### config.mk
export PLATFORM = sky130hd
export DESIGN_NAME = stochastic_kd_oscillator_core
export DESIGN_NICKNAME = d
export VERILOG_FILES = /design/src/skd_pkg.sv /design/src/stochastic_kd_oscillator_core.sv /design/src/skd_cell.sv /design/src/skd_div.sv
export SDC_FILE = /design/constraint.sdc
export NUM_CORES = 2
export LEC_CHECK = 0
export BUFFER_PORTS_ARGS = -buffer_cell sky130_fd_sc_hd__buf_2
export CAP_MARGIN = 20
export CORE_UTILIZATION = 28
export DETAILED_ROUTE_END_ITERATION = 8
export MAX_ROUTING_LAYER = met4
export SLEW_MARGIN = 20
export SYNTH_ARGS = -nofsm -noshare
export SYNTH_HDL_FRONTEND = slang
export SYNTH_SLANG_ARGS = --single-unit
### constraint.sdc
create_clock -name clk -period 9.8 [get_ports clk]
set_input_delay 0 -clock clk [delete_from_list [all_inputs] [get_ports clk]]
set_output_delay 0 -clock clk [all_outputs]
set_load 0.1 [all_outputs]
### src/skd_pkg.sv
// Shared constants and types for the stochastic KD oscillator core.
package skd_pkg;

    localparam int PRICE_W         = 32;
    localparam int PCT_INT_W       = 7;
    localparam int PCT_SCALE       = 100;
    localparam int PCT_HALF        = 50;
    localparam int WINDOW_BARS_DEF = 9;
    localparam int FRAC_BITS_DEF   = 16;

    typedef struct packed {
        logic [PRICE_W-1:0] hi;
        logic [PRICE_W-1:0] lo;
    } hl_t;

    typedef struct packed {
        logic shift;
        logic clear;
    } cell_ctl_t;

endpackage

### src/stochastic_kd_oscillator_core.sv
// Stochastic oscillator KD core: bar window, RSV and smoothed K/D lines.
//
// Input channel (in_valid/in_ready): one bar word per handshake, carrying
// bar_high, bar_low, bar_close and series_start. series_start clears the
// window, bar count and both lines to fifty percent before the bar is taken.
// Output channel (out_valid/out_ready): one word per bar with k_value,
// d_value and warmed_up.
// One bar is worked on at a time; in_ready is high between bars, also while
// the previous result still waits in the output register.
// Before the full window the bar goes straight to the output state, and the
// word is loaded from there. After it, the word waits for the systolic
// max/min pass through the cell row, the RSV step, the one-bit-per-cycle
// ratio divider when the ratio is not fixed, and the four-bit-per-cycle /3
// steps for K and then D. The next bar is taken once the word is loaded.
// If the receiver stalls, the finished word holds in the output register;
// the next bar is still taken and its result waits until the register frees.
// Reset clears the window and count, sets K and D to fifty percent and
// drops out_valid.
module stochastic_kd_oscillator_core #(
    parameter int WINDOW_BARS = skd_pkg::WINDOW_BARS_DEF,
    parameter int FRAC_BITS   = skd_pkg::FRAC_BITS_DEF
) (
    input  logic                                    clk,
    input  logic                                    rst_n,
    input  logic                                    in_valid,
    output logic                                    in_ready,
    input  logic [skd_pkg::PRICE_W-1:0]             bar_high,
    input  logic [skd_pkg::PRICE_W-1:0]             bar_low,
    input  logic [skd_pkg::PRICE_W-1:0]             bar_close,
    input  logic                                    series_start,
    output logic                                    out_valid,
    input  logic                                    out_ready,
    output logic [FRAC_BITS+skd_pkg::PCT_INT_W-1:0] k_value,
    output logic [FRAC_BITS+skd_pkg::PCT_INT_W-1:0] d_value,
    output logic                                    warmed_up
);
    import skd_pkg::*;

    localparam int W       = WINDOW_BARS;
    localparam int PCT_W   = FRAC_BITS + PCT_INT_W;
    localparam int SUM_W   = PCT_W + 2;
    localparam int D3_CYC  = (SUM_W + 3) / 4;
    localparam int D3_W    = D3_CYC * 4;
    localparam int CNT_MAX = (W > D3_CYC) ? W : D3_CYC;
    localparam int CNT_W   = $clog2(CNT_MAX);
    localparam int BARS_W  = $clog2(W + 1);

    localparam logic [PCT_W-1:0] FIFTY_FX   = PCT_W'(PCT_HALF) << FRAC_BITS;
    localparam logic [PCT_W-1:0] HUNDRED_FX = PCT_W'(PCT_SCALE) << FRAC_BITS;
    localparam logic [2:0]       THREE      = 3'd3;

    typedef enum logic [3:0] {
        S_IDLE, S_SCAN, S_PREP, S_DIV, S_KSUM, S_KDIV, S_DSUM, S_DDIV, S_OUT
    } state_t;

    state_t              state_reg;
    logic [CNT_W-1:0]    cnt_reg;
    logic [BARS_W-1:0]   bars_reg;
    logic                warm_reg;
    logic [PRICE_W-1:0]  close_reg;
    logic [PCT_W-1:0]    rsv_reg;
    logic [PCT_W-1:0]    k_line_reg;
    logic [PCT_W-1:0]    d_line_reg;
    logic [D3_W-1:0]     d3_sh_reg;
    logic [1:0]          d3_rem_reg;
    logic                out_valid_reg;
    logic [PCT_W-1:0]    k_value_reg;
    logic [PCT_W-1:0]    d_value_reg;
    logic                warmed_up_reg;

    logic                accept;
    logic [BARS_W-1:0]   bars_next;
    logic                warm_next;
    logic                out_free;

    hl_t                 bar_chain [0:W];
    hl_t                 run_chain [0:W];

    logic [PRICE_W-1:0]  hh;
    logic [PRICE_W-1:0]  ll;
    logic                use_div;
    logic [PCT_W-1:0]    rsv_fix;
    logic [PRICE_W-1:0]  prep_num;
    logic [PRICE_W-1:0]  prep_den;
    logic                div_start;
    logic                div_done;
    logic [PCT_W-1:0]    div_quot;

    logic [D3_W-1:0]     d3_sh_next;
    logic [1:0]          d3_rem_next;
    logic [SUM_W-1:0]    k_sum;
    logic [SUM_W-1:0]    d_sum;

    assign in_ready  = (state_reg == S_IDLE);
    assign accept    = in_valid && in_ready;
    assign out_free  = !out_valid_reg || out_ready;
    assign bars_next = series_start ? BARS_W'(1)
                     : (bars_reg == BARS_W'(W)) ? bars_reg : bars_reg + 1'b1;
    assign warm_next = (bars_next == BARS_W'(W));

    // Cell row: bars shift in at cell 0, running extremes sweep to the far end.
    assign bar_chain[0] = '{hi: bar_high, lo: bar_low};
    assign run_chain[0] = '{hi: '0, lo: '1};

    for (genvar i = 0; i < W; i++)
    begin : g_cell
        cell_ctl_t ctl;
        assign ctl.shift = accept;
        assign ctl.clear = series_start && (i != 0);
        skd_cell u_cell (
            .clk     (clk),
            .rst_n   (rst_n),
            .ctl     (ctl),
            .bar_in  (bar_chain[i]),
            .run_in  (run_chain[i]),
            .bar_out (bar_chain[i+1]),
            .run_out (run_chain[i+1])
        );
    end

    assign hh = run_chain[W].hi;
    assign ll = run_chain[W].lo;

    always_comb
    begin
        use_div  = 1'b0;
        rsv_fix  = FIFTY_FX;
        prep_num = close_reg - ll;
        prep_den = hh - ll;
        if (hh == ll)
        begin
            rsv_fix = FIFTY_FX;
        end
        else if (hh > ll)
        begin
            if (close_reg <= ll)
            begin
                rsv_fix = '0;
            end
            else if (close_reg >= hh)
            begin
                rsv_fix = HUNDRED_FX;
            end
            else
            begin
                use_div = 1'b1;
            end
        end
        else
        begin
            // inverted window: same quotient with both signs flipped
            prep_num = ll - close_reg;
            prep_den = ll - hh;
            if (close_reg >= ll)
            begin
                rsv_fix = '0;
            end
            else if (close_reg <= hh)
            begin
                rsv_fix = HUNDRED_FX;
            end
            else
            begin
                use_div = 1'b1;
            end
        end
    end

    assign div_start = (state_reg == S_PREP) && use_div;

    skd_div #(
        .FRAC_BITS (FRAC_BITS)
    ) u_div (
        .clk   (clk),
        .rst_n (rst_n),
        .start (div_start),
        .num   (prep_num),
        .den   (prep_den),
        .done  (div_done),
        .quot  (div_quot)
    );

    // Divide by three, four quotient bits per cycle; quotient shifts in below.
    always_comb
    begin
        logic [1:0]      rem;
        logic [D3_W-1:0] sh;
        logic [2:0]      t;
        logic            qb;
        rem = d3_rem_reg;
        sh  = d3_sh_reg;
        for (int j = 0; j < 4; j++)
        begin
            t   = {rem, sh[D3_W-1]};
            qb  = (t >= THREE);
            rem = qb ? 2'(t - THREE) : t[1:0];
            sh  = {sh[D3_W-2:0], qb};
        end
        d3_rem_next = rem;
        d3_sh_next  = sh;
    end

    assign k_sum = SUM_W'({k_line_reg, 1'b0}) + SUM_W'(rsv_reg);
    assign d_sum = SUM_W'({d_line_reg, 1'b0}) + SUM_W'(k_line_reg);

    always_ff @(posedge clk or negedge rst_n)
    begin
        if (!rst_n)
        begin
            state_reg     <= S_IDLE;
            cnt_reg       <= '0;
            bars_reg      <= '0;
            warm_reg      <= 1'b0;
            close_reg     <= '0;
            rsv_reg       <= '0;
            k_line_reg    <= FIFTY_FX;
            d_line_reg    <= FIFTY_FX;
            d3_sh_reg     <= '0;
            d3_rem_reg    <= '0;
            out_valid_reg <= 1'b0;
            k_value_reg   <= '0;
            d_value_reg   <= '0;
            warmed_up_reg <= 1'b0;
        end
        else
        begin
            // drop the word once taken, unless a new one is loaded now
            if (out_valid_reg && out_ready && (state_reg != S_OUT))
            begin
                out_valid_reg <= 1'b0;
            end
            case (state_reg)
                S_IDLE:
                begin
                    if (accept)
                    begin
                        bars_reg  <= bars_next;
                        warm_reg  <= warm_next;
                        close_reg <= bar_close;
                        cnt_reg   <= '0;
                        if (series_start)
                        begin
                            k_line_reg <= FIFTY_FX;
                            d_line_reg <= FIFTY_FX;
                        end
                        state_reg <= warm_next ? S_SCAN : S_OUT;
                    end
                end
                S_SCAN:
                begin
                    // wait for the sweep to reach the last cell
                    if (cnt_reg == CNT_W'(W - 1))
                    begin
                        cnt_reg   <= '0;
                        state_reg <= S_PREP;
                    end
                    else
                    begin
                        cnt_reg <= cnt_reg + 1'b1;
                    end
                end
                S_PREP:
                begin
                    if (use_div)
                    begin
                        state_reg <= S_DIV;
                    end
                    else
                    begin
                        rsv_reg   <= rsv_fix;
                        state_reg <= S_KSUM;
                    end
                end
                S_DIV:
                begin
                    if (div_done)
                    begin
                        rsv_reg   <= div_quot;
                        state_reg <= S_KSUM;
                    end
                end
                S_KSUM:
                begin
                    d3_sh_reg  <= D3_W'(k_sum);
                    d3_rem_reg <= '0;
                    cnt_reg    <= '0;
                    state_reg  <= S_KDIV;
                end
                S_KDIV:
                begin
                    d3_sh_reg  <= d3_sh_next;
                    d3_rem_reg <= d3_rem_next;
                    if (cnt_reg == CNT_W'(D3_CYC - 1))
                    begin
                        k_line_reg <= d3_sh_next[PCT_W-1:0];
                        cnt_reg    <= '0;
                        state_reg  <= S_DSUM;
                    end
                    else
                    begin
                        cnt_reg <= cnt_reg + 1'b1;
                    end
                end
                S_DSUM:
                begin
                    d3_sh_reg  <= D3_W'(d_sum);
                    d3_rem_reg <= '0;
                    cnt_reg    <= '0;
                    state_reg  <= S_DDIV;
                end
                S_DDIV:
                begin
                    d3_sh_reg  <= d3_sh_next;
                    d3_rem_reg <= d3_rem_next;
                    if (cnt_reg == CNT_W'(D3_CYC - 1))
                    begin
                        d_line_reg <= d3_sh_next[PCT_W-1:0];
                        cnt_reg    <= '0;
                        state_reg  <= S_OUT;
                    end
                    else
                    begin
                        cnt_reg <= cnt_reg + 1'b1;
                    end
                end
                S_OUT:
                begin
                    // hold until the output register is free
                    if (out_free)
                    begin
                        out_valid_reg <= 1'b1;
                        k_value_reg   <= k_line_reg;
                        d_value_reg   <= d_line_reg;
                        warmed_up_reg <= warm_reg;
                        state_reg     <= S_IDLE;
                    end
                end
                default:
                begin
                    state_reg <= S_IDLE;
                end
            endcase
        end
    end

    assign out_valid = out_valid_reg;
    assign k_value   = k_value_reg;
    assign d_value   = d_value_reg;
    assign warmed_up = warmed_up_reg;

    a_warmup_fifty: assert property (@(posedge clk) disable iff (!rst_n)
        out_valid && !warmed_up |-> (k_value == FIFTY_FX) && (d_value == FIFTY_FX))
        else $error("K or D left fifty percent during warm-up");

    a_line_range: assert property (@(posedge clk) disable iff (!rst_n)
        out_valid |-> (k_value <= HUNDRED_FX) && (d_value <= HUNDRED_FX))
        else $error("K or D above one hundred percent");

    a_div_owner: assert property (@(posedge clk) disable iff (!rst_n)
        div_done |-> state_reg == S_DIV)
        else $error("divider finished outside its wait state");

    a_prep_after_scan: assert property (@(posedge clk) disable iff (!rst_n)
        state_reg == S_PREP |-> $past(state_reg == S_SCAN))
        else $error("RSV prepared without a full window sweep");

    a_bars_bound: assert property (@(posedge clk) disable iff (!rst_n)
        bars_reg <= BARS_W'(W))
        else $error("bar count beyond window length");

endmodule

### src/skd_cell.sv
// One window cell: holds one bar's high and low and a running max/min stage.
module skd_cell (
    input  logic              clk,
    input  logic              rst_n,
    input  skd_pkg::cell_ctl_t ctl,
    input  skd_pkg::hl_t      bar_in,
    input  skd_pkg::hl_t      run_in,
    output skd_pkg::hl_t      bar_out,
    output skd_pkg::hl_t      run_out
);
    import skd_pkg::*;

    hl_t bar_reg;
    hl_t run_reg;

    always_ff @(posedge clk or negedge rst_n)
    begin
        if (!rst_n)
        begin
            bar_reg <= '0;
        end
        else if (ctl.shift)
        begin
            bar_reg <= ctl.clear ? '0 : bar_in;
        end
    end

    // Fold this cell's bar into the running extremes from the upstream cell.
    always_ff @(posedge clk)
    begin
        run_reg.hi <= (run_in.hi > bar_reg.hi) ? run_in.hi : bar_reg.hi;
        run_reg.lo <= (run_in.lo < bar_reg.lo) ? run_in.lo : bar_reg.lo;
    end

    assign bar_out = bar_reg;
    assign run_out = run_reg;

endmodule

### src/skd_div.sv
// Bit-serial divider for the scaled ratio 100 * num * 2^FRAC_BITS / den.
module skd_div #(
    parameter int FRAC_BITS = skd_pkg::FRAC_BITS_DEF
) (
    input  logic                                   clk,
    input  logic                                   rst_n,
    input  logic                                   start,
    input  logic [skd_pkg::PRICE_W-1:0]            num,
    input  logic [skd_pkg::PRICE_W-1:0]            den,
    output logic                                   done,
    output logic [FRAC_BITS+skd_pkg::PCT_INT_W-1:0] quot
);
    import skd_pkg::*;

    localparam int PCT_W  = FRAC_BITS + PCT_INT_W;
    localparam int MUL_W  = PRICE_W + PCT_INT_W;
    localparam int STEP_W = $clog2(PCT_W);

    typedef enum logic [1:0] {D_IDLE, D_LOAD, D_RUN} dstate_t;

    dstate_t             dstate_reg;
    logic [STEP_W-1:0]   step_reg;
    logic                done_reg;
    logic [PRICE_W-1:0]  num_reg;
    logic [PRICE_W-1:0]  den_reg;
    logic [PRICE_W-1:0]  rem_reg;
    logic [PCT_W-1:0]    feed_reg;
    logic [PCT_W-1:0]    q_reg;

    logic [MUL_W-1:0]    prod;
    logic [PRICE_W:0]    trial;
    logic [PRICE_W:0]    diff;
    logic                ge;
    logic [PRICE_W-1:0]  rem_next;

    // num < den, so the top PRICE_W bits of the dividend are already below den.
    assign prod     = {{PCT_INT_W{1'b0}}, num_reg} * MUL_W'(PCT_SCALE);
    assign trial    = {rem_reg, feed_reg[PCT_W-1]};
    assign diff     = trial - {1'b0, den_reg};
    assign ge       = trial >= {1'b0, den_reg};
    assign rem_next = ge ? diff[PRICE_W-1:0] : trial[PRICE_W-1:0];

    always_ff @(posedge clk or negedge rst_n)
    begin
        if (!rst_n)
        begin
            dstate_reg <= D_IDLE;
            step_reg   <= '0;
            done_reg   <= 1'b0;
        end
        else
        begin
            done_reg <= 1'b0;
            case (dstate_reg)
                D_IDLE:
                begin
                    if (start)
                    begin
                        dstate_reg <= D_LOAD;
                    end
                end
                D_LOAD:
                begin
                    step_reg   <= '0;
                    dstate_reg <= D_RUN;
                end
                D_RUN:
                begin
                    if (step_reg == STEP_W'(PCT_W - 1))
                    begin
                        done_reg   <= 1'b1;
                        dstate_reg <= D_IDLE;
                    end
                    else
                    begin
                        step_reg <= step_reg + 1'b1;
                    end
                end
                default:
                begin
                    dstate_reg <= D_IDLE;
                end
            endcase
        end
    end

    always_ff @(posedge clk)
    begin
        case (dstate_reg)
            D_IDLE:
            begin
                if (start)
                begin
                    num_reg <= num;
                    den_reg <= den;
                end
            end
            D_LOAD:
            begin
                rem_reg  <= prod[MUL_W-1 -: PRICE_W];
                feed_reg <= {prod[PCT_INT_W-1:0], {FRAC_BITS{1'b0}}};
                q_reg    <= '0;
            end
            D_RUN:
            begin
                rem_reg  <= rem_next;
                feed_reg <= {feed_reg[PCT_W-2:0], 1'b0};
                q_reg    <= {q_reg[PCT_W-2:0], ge};
            end
            default:
            begin
                rem_reg <= rem_reg;
            end
        endcase
    end

    assign done = done_reg;
    assign quot = q_reg;

endmodule
# After elaboration in Yosys (flattened, before gate mapping)

Index checks and enable logic that the tools add are counted.

Register bits: 1,494
Input bits: 101
Output and inout port bits: 49
Logic and storage cells: 239

Add/subtract/negate cells: 14
Multipliers: 1
$lt $le $gt $ge: 28
Equal/unequal tests: 28
Mux-type cells: 83
Reductions and logical operators: 27

Operator list:

| operator                | number |
|---|---|
| $mux W32                | 21 |
| $mux W64                | 8 |
| $gt A32 B32 Y1          | 9 |
| $lt A32 B32 Y1          | 8 |
| $mux W23                | 11 |
| $pmux W23 S2            | 5 |
| $sub A32 B32 Y32        | 5 |
| $pmux W28 S3            | 1 |
| $ge A32 B32 Y1          | 2 |
| $le A32 B32 Y1          | 2 |
| $pmux W32 S2            | 1 |
| $add A24 B23 Y25        | 2 |
| $mux W4                 | 12 |
| $mul A32 B5 Y37 const B | 1 |
| $pmux W4 S9             | 1 |
| $ge A33 B32 Y1          | 1 |
| $eq A32 B32 Y1          | 1 |
| $gt A1 B32 Y1 const A   | 1 |
| $lt A32 B32 Y1 const A  | 1 |
| $eq A4 B3 Y1 const B    | 5 |
| $eq A4 B4 Y1 const B    | 4 |
| $pmux W4 S4             | 1 |
| $ne A2 B2 Y1 const B    | 7 |
| $ge A3 B2 Y1 const B    | 4 |
| 30 further kinds        | 67 |

# Depth between registers and ports, before layout

Depth in word-level cells: 9
Mapped depth: 17
Depth with buffers taken out: 17

# Cells and area by module

A second synthesis with hierarchy kept.

Cells, all modules: 8,248
Area, all modules: 84,354.7 um2

By module, submodules not included:

| module                        | instances | cells an instance | area an instance (um2) | sequential area each (um2) |
|---|---|---|---|---|
| skd_cell                      | 9         | 565               | 6,248.5                | 2,882.8 |
| stochastic_kd_oscillator_core | 1         | 2,123             | 17,730.8               | 4,812.1 |
| skd_div                       | 1         | 1,040             | 10,387.5               | 3,923.8 |

# Worst setup path before layout

No wires, ideal clock.

Kind: register -> register
Start point: reg close_reg[19]
End point: reg u_div.den_reg[0] (enable)
Library setup time: 0.429 ns
Arrival: 3.962 ns
Data required time: 9.371 ns
Setup slack: 5.409 ns
Cell stages (with the launch flop): 12
Clock period less this slack: 4.391 ns
Cell sequence: dfrtp_1 -> inv_1 -> ha_1 -> clkbuf_1 -> a21o_1 -> o21bai_1 -> a211oi_1 -> o21bai_1 -> o21a_1 -> a311o_1 -> o22ai_1 -> and2_1

Word-level cells in the longest chain between the ends: 7
Elaborated cells between the ends (all ways): 12
Those cells by class: order compare (4); mux (6); reduce/logical (2)

Ends and longest elaborated chain:

| what                                             | RTL line                                                                   | text |
|---|---|---|
| start: declaration                               | stochastic_kd_oscillator_core.sv:60                                        | `logic [PRICE_W-1:0] close_reg;` |
| start signal: assignment                         | stochastic_kd_oscillator_core.sv:239                                       | `close_reg <= bar_close;` |
| $le A32 B32 Y1 or $ge A32 B32 Y1 (tied branches) | stochastic_kd_oscillator_core.sv:158, stochastic_kd_oscillator_core.sv:140 |  |
| $mux W1 (on tied branches)                       | stochastic_kd_oscillator_core.sv:158, stochastic_kd_oscillator_core.sv:140 |  |
| $mux W1 (on tied branches)                       | stochastic_kd_oscillator_core.sv:154, stochastic_kd_oscillator_core.sv:136 |  |
| $mux W1 (*)                                      | stochastic_kd_oscillator_core.sv:134                                       | `else if (hh > ll)` |
| $mux W1 (*)                                      | stochastic_kd_oscillator_core.sv:130                                       | `if (hh == ll)` |
| $logic_and A1 B1 Y1 (*)                          | stochastic_kd_oscillator_core.sv:169                                       | `assign div_start = (state_reg == S_PREP) && use_div;` |
| $reduce_and A2 Y1 (no line) (*)                  | -                                                                          |  |
| end signal: assignment                           | skd_div.sv:95                                                              | `den_reg <= den;` |
| end: declaration                                 | skd_div.sv:25                                                              | `logic [PRICE_W-1:0] den_reg;` |

Mark *: on every way between the ends. The rest lies on a longest branch, timed or not.
A chain may end at the register's enable or synchronous reset.

# Worst setup path after layout

Start point: reg g_cell[8].u_cell.run_reg (netlist bit g_cell[8].u_cell.run_out[20])
End point: reg u_div.den_reg[26], data pin

Word-level cells in the longest chain between the ends: 3
Elaborated cells between the ends (all ways): 6
Those cells by class: add/sub (2); order compare (1); eq/ne (1); mux (2)

Ends and longest elaborated chain:

| what                                           | RTL line                             | text |
|---|---|---|
| start: declaration                             | skd_cell.sv:14                       | `hl_t run_reg;` |
| $sub A32 B32 Y32, or another cell as far along | stochastic_kd_oscillator_core.sv:153 | `prep_den = ll - hh;` |
| $mux W32                                       | stochastic_kd_oscillator_core.sv:134 |  |
| $mux W32 (*)                                   | stochastic_kd_oscillator_core.sv:130 |  |
| named net prep_den[26]                         | stochastic_kd_oscillator_core.sv:84  | `logic [PRICE_W-1:0] prep_den;` |

The timed path passes the listed nets; every way through them passes the cells marked *.

==> results.cfg <==
[final_layout]
instances_no_fill = 12340
fillers = 29310
layout-drive-gt1-share = 0.1236
area_growth_pct = 14.71
fin_nets = 9432
seq_area_sq_mm = 0.03468
final_cell_area_sq_mm = 0.09266
multiInputGateArea_sq_mm = 0.04151
postLayoutCoreUtil = 0.3240

[min_path]
hp-class = primary input to flip-flop
holdPathStages = 4
min_from = bar_close[8]
min_to = close_reg[8]

[pwr]
p_total_mw = 34.46
ir_drop_v = 0.0005537
p_leak_nw = 41.07
p_clk_frac = 0.181
power_density_mw_per_mm2 = 371.9
switching_share = 0.4415
p_seq_frac = 0.266
intPower_mw = 19.25
pwr-share-comb = 0.553
power_switching_mw = 15.21

[sta]
maxSlewViolCount = 0
finalClockSkew_ns = 0.1081
tightest_slew_ns = 1.219
hold_viol = 0
rsz0062_at_grt = no
relSlewSlack = 0.1876
period_needed_ns = 5.156
period_share = 0.5261
tns_ns = 0
setup_viol = 0
fmax_mhz = 194.0

[synthesis]
yosysMostFrequentCell = nand2_1
yosysTopAreaCell = dfrtp_1
async_reset_ff_frac = 0.5257
synth_common_cells = nand2_1, ha_1, inv_1, dfrtp_1, dfxtp_1
ys_ff_latch = 1476
synth_nets = 9272
synth_edf_count = 124
netlist_area_sq_mm = 0.08077
syn_avg_cell_area_sq_um = 9.750
yosys_warnings = 0
seq_area_frac_synth = 0.4294
synth_top_area_frac = 0.2385
yosys-top-cells-area = dfrtp_1, dfxtp_1, ha_1
synthCells = 8285
synthFlopType = dfrtp_1
synth_cell_type_count = 77

[critical_path]
reg2reg_depth = 12
crit_family = simple AND/OR/NAND/NOR gates
regToRegSetupSlack_ns = 4.64
cp_data_arrival_time_ns = 5.66
cp_max_fo = 45
crit_chain = inv_1, ha_1, nand4_1, nor4_1, nand3_1, nand4b_1, a21o_2, buf_4, mux2_2, o2bb2ai_1, a41oi_1, xnor2_1
worst_setup_path_end_kind = flip-flop
crit_buf_inv = 2
r2r-end = u_div.den_reg[26]
cp.required_ns = 10.30
startpoint_type = flip-flop
slowest_stage = nor4_1
r2r-start = g_cell[8].u_cell.run_out[20]
path_class = flip-flop to flip-flop
slowest_delay_ns = 0.71

[job]
max-cap-violations = 0

[clock_tree]
cts.sinks = 1476
cts_inserted_buffers = 165
clk_pin_slew_ns = 0.06
clock_latency_ns = 0.83
cts_resized = 0
cts_tree = built
root_buffer = clkbuf_16
cts_buffer_depth = 4
h-tree-depth = 4

[route]
drt_iter0_drc = 3907
drc = 0
drtPass1Iterations = 8
viasPerCell = 4.897
drtAntennaViolNets = 0
wire_per_inst_um = 18.20
dr_total_vias = 60420
wl_um = 224600

[die]
design.die.area_sq_mm = 0.2906
ios = 150
die_h_um = 539.1
rows = 196
die_w_um = 539.1
start_util = 0.2825
coreArea_sq_mm = 0.2859

[global_route]
grt_pass1_vias = 61240
antenna_found_initial = 9
grt_start_max_net_pins = 249
overflow = 0
grtUsageTotal = 0.1553
grt_pass1_wl_um = 354300

[place]
hpwl_um = 167200
placed_cell_area_sq_mm = 0.08536
numPortBuffers = 149
gp_congestion = 0.9407
dp.cells = 11850

[outcome]
status = finished clean
-- logic make-up after synthesis --
group	synth area share
AO/OA/AOI/OAI	0.1662
buffers and inverters	0.05863
XOR/XNOR	0.01594
flip-flops	0.4294
adder cells (fa/ha/maj)	0.1404
AND/OR/NAND/NOR	0.1094
multiplexers	0.08007
-- worst min-delay path, stage by stage --
cell	delay (ns)
dlygate4sd3_1	0.55
buf_2	0.11
nand2_1	0.05
o21ai_0	0.07
-- metrics by stage --
step                      hold WS (ns)  worst slack, ns
final                          0.01608            4.644
after detailed placement       0.04119            4.748
after global routing           0.02118            4.394
after global placement         0.03742            4.944
after floorplan                -0.2956            5.409
after CTS                     0.005369            4.670
-- layer usage --
layer,up-vias,wire length (um),track usage,share of wire
li1,29750,-,-,-
met4,0,5598,0.03963,0.025
met2,1238,102400,0.2485,0.46
met5,-,0,-,0
met1,29130,108600,0.2085,0.48
met3,304,8013,0.01690,0.036
-- layout by cell type, fill, tap and decap left out, types with 42 or more instances in the layout --
master / synthesis / layout
o21bai_1: 47 / 47
nand2_1: 1045 / 1044
mux2_2: 537 / 537
dfxtp_1: 576 / 576
dlygate4sd3_1: 0 / 185
xnor2_1: 87 / 87
a31oi_1: 47 / 47
mux2i_1: 42 / 42
a211oi_1: 55 / 55
o21a_1: 47 / 47
clkbuf_16: 0 / 166
o21ai_0: 411 / 411
nor2b_1: 54 / 54
nand2b_1: 49 / 48
nand3_1: 124 / 123
nor2_1: 226 / 225
o31ai_1: 469 / 467
xor2_1: 60 / 60
dfrtp_1: 770 / 770
buf_2: 29 / 147
a21oi_1: 407 / 401
nand3b_1: 86 / 86
edfxtp_1: 124 / 124
nor3_1: 66 / 65
buf_4: 6 / 54
inv_1: 842 / 842
a21o_1: 214 / 213
nand4_1: 142 / 142
ha_1: 852 / 850
-- power groups by stage --
| stage | sequential [mW] | combinational, mW | clock (mW) |
|---|---|---|---|
| final | 9.16 | 19.1 | 6.24 |
| after detailed placement | 9.27 | 18.8 | 0 |
| after global placement | 9.18 | 18.5 | 0 |
| after CTS | 9.16 | 19.0 | 6.40 |
| after global routing | 9.34 | 20.8 | 6.64 |
| after floorplan | 8.92 | 14.0 | 0 |
-- how the worst max path moves through the flow --
stage | start | to | slack (ns) | cells past startpoint
3_3_place_gp | g_cell[8].u_cell.run_out[20] | u_div.den_reg[26] | 4.94 | 12
4_1_cts | g_cell[8].u_cell.run_out[20] | u_div.den_reg[26] | 4.67 | 12
2_1_floorplan | close_reg[19] | u_div.den_reg[0] | 5.41 | 11
6_report | g_cell[8].u_cell.run_out[20] | u_div.den_reg[26] | 4.64 | 12
3_5_place_dp | g_cell[8].u_cell.run_out[20] | u_div.den_reg[26] | 4.75 | 12
5_1_grt | g_cell[8].u_cell.run_out[20] | u_div.den_reg[26] | 4.39 | 12
-- area by class of cell --
cell class | instances | area share
multi-input cells | 5563 | 0.4480
flip-flops and latches | 1476 | 0.3743
well taps | 3762 | 0.05080
clock buffers | 225 | 0.04971
repair buffers | 397 | 0.03473
inverters | 842 | 0.03411
clock inverters | 68 | 0.008318
diodes | 3 | 0.00008102
-- timing repair --
item                      CTS  global route
hold buffers              186             0
hold endpoints to repair  502             0
buffers inserted            0             0
Power figures use the tool's default switching activity.
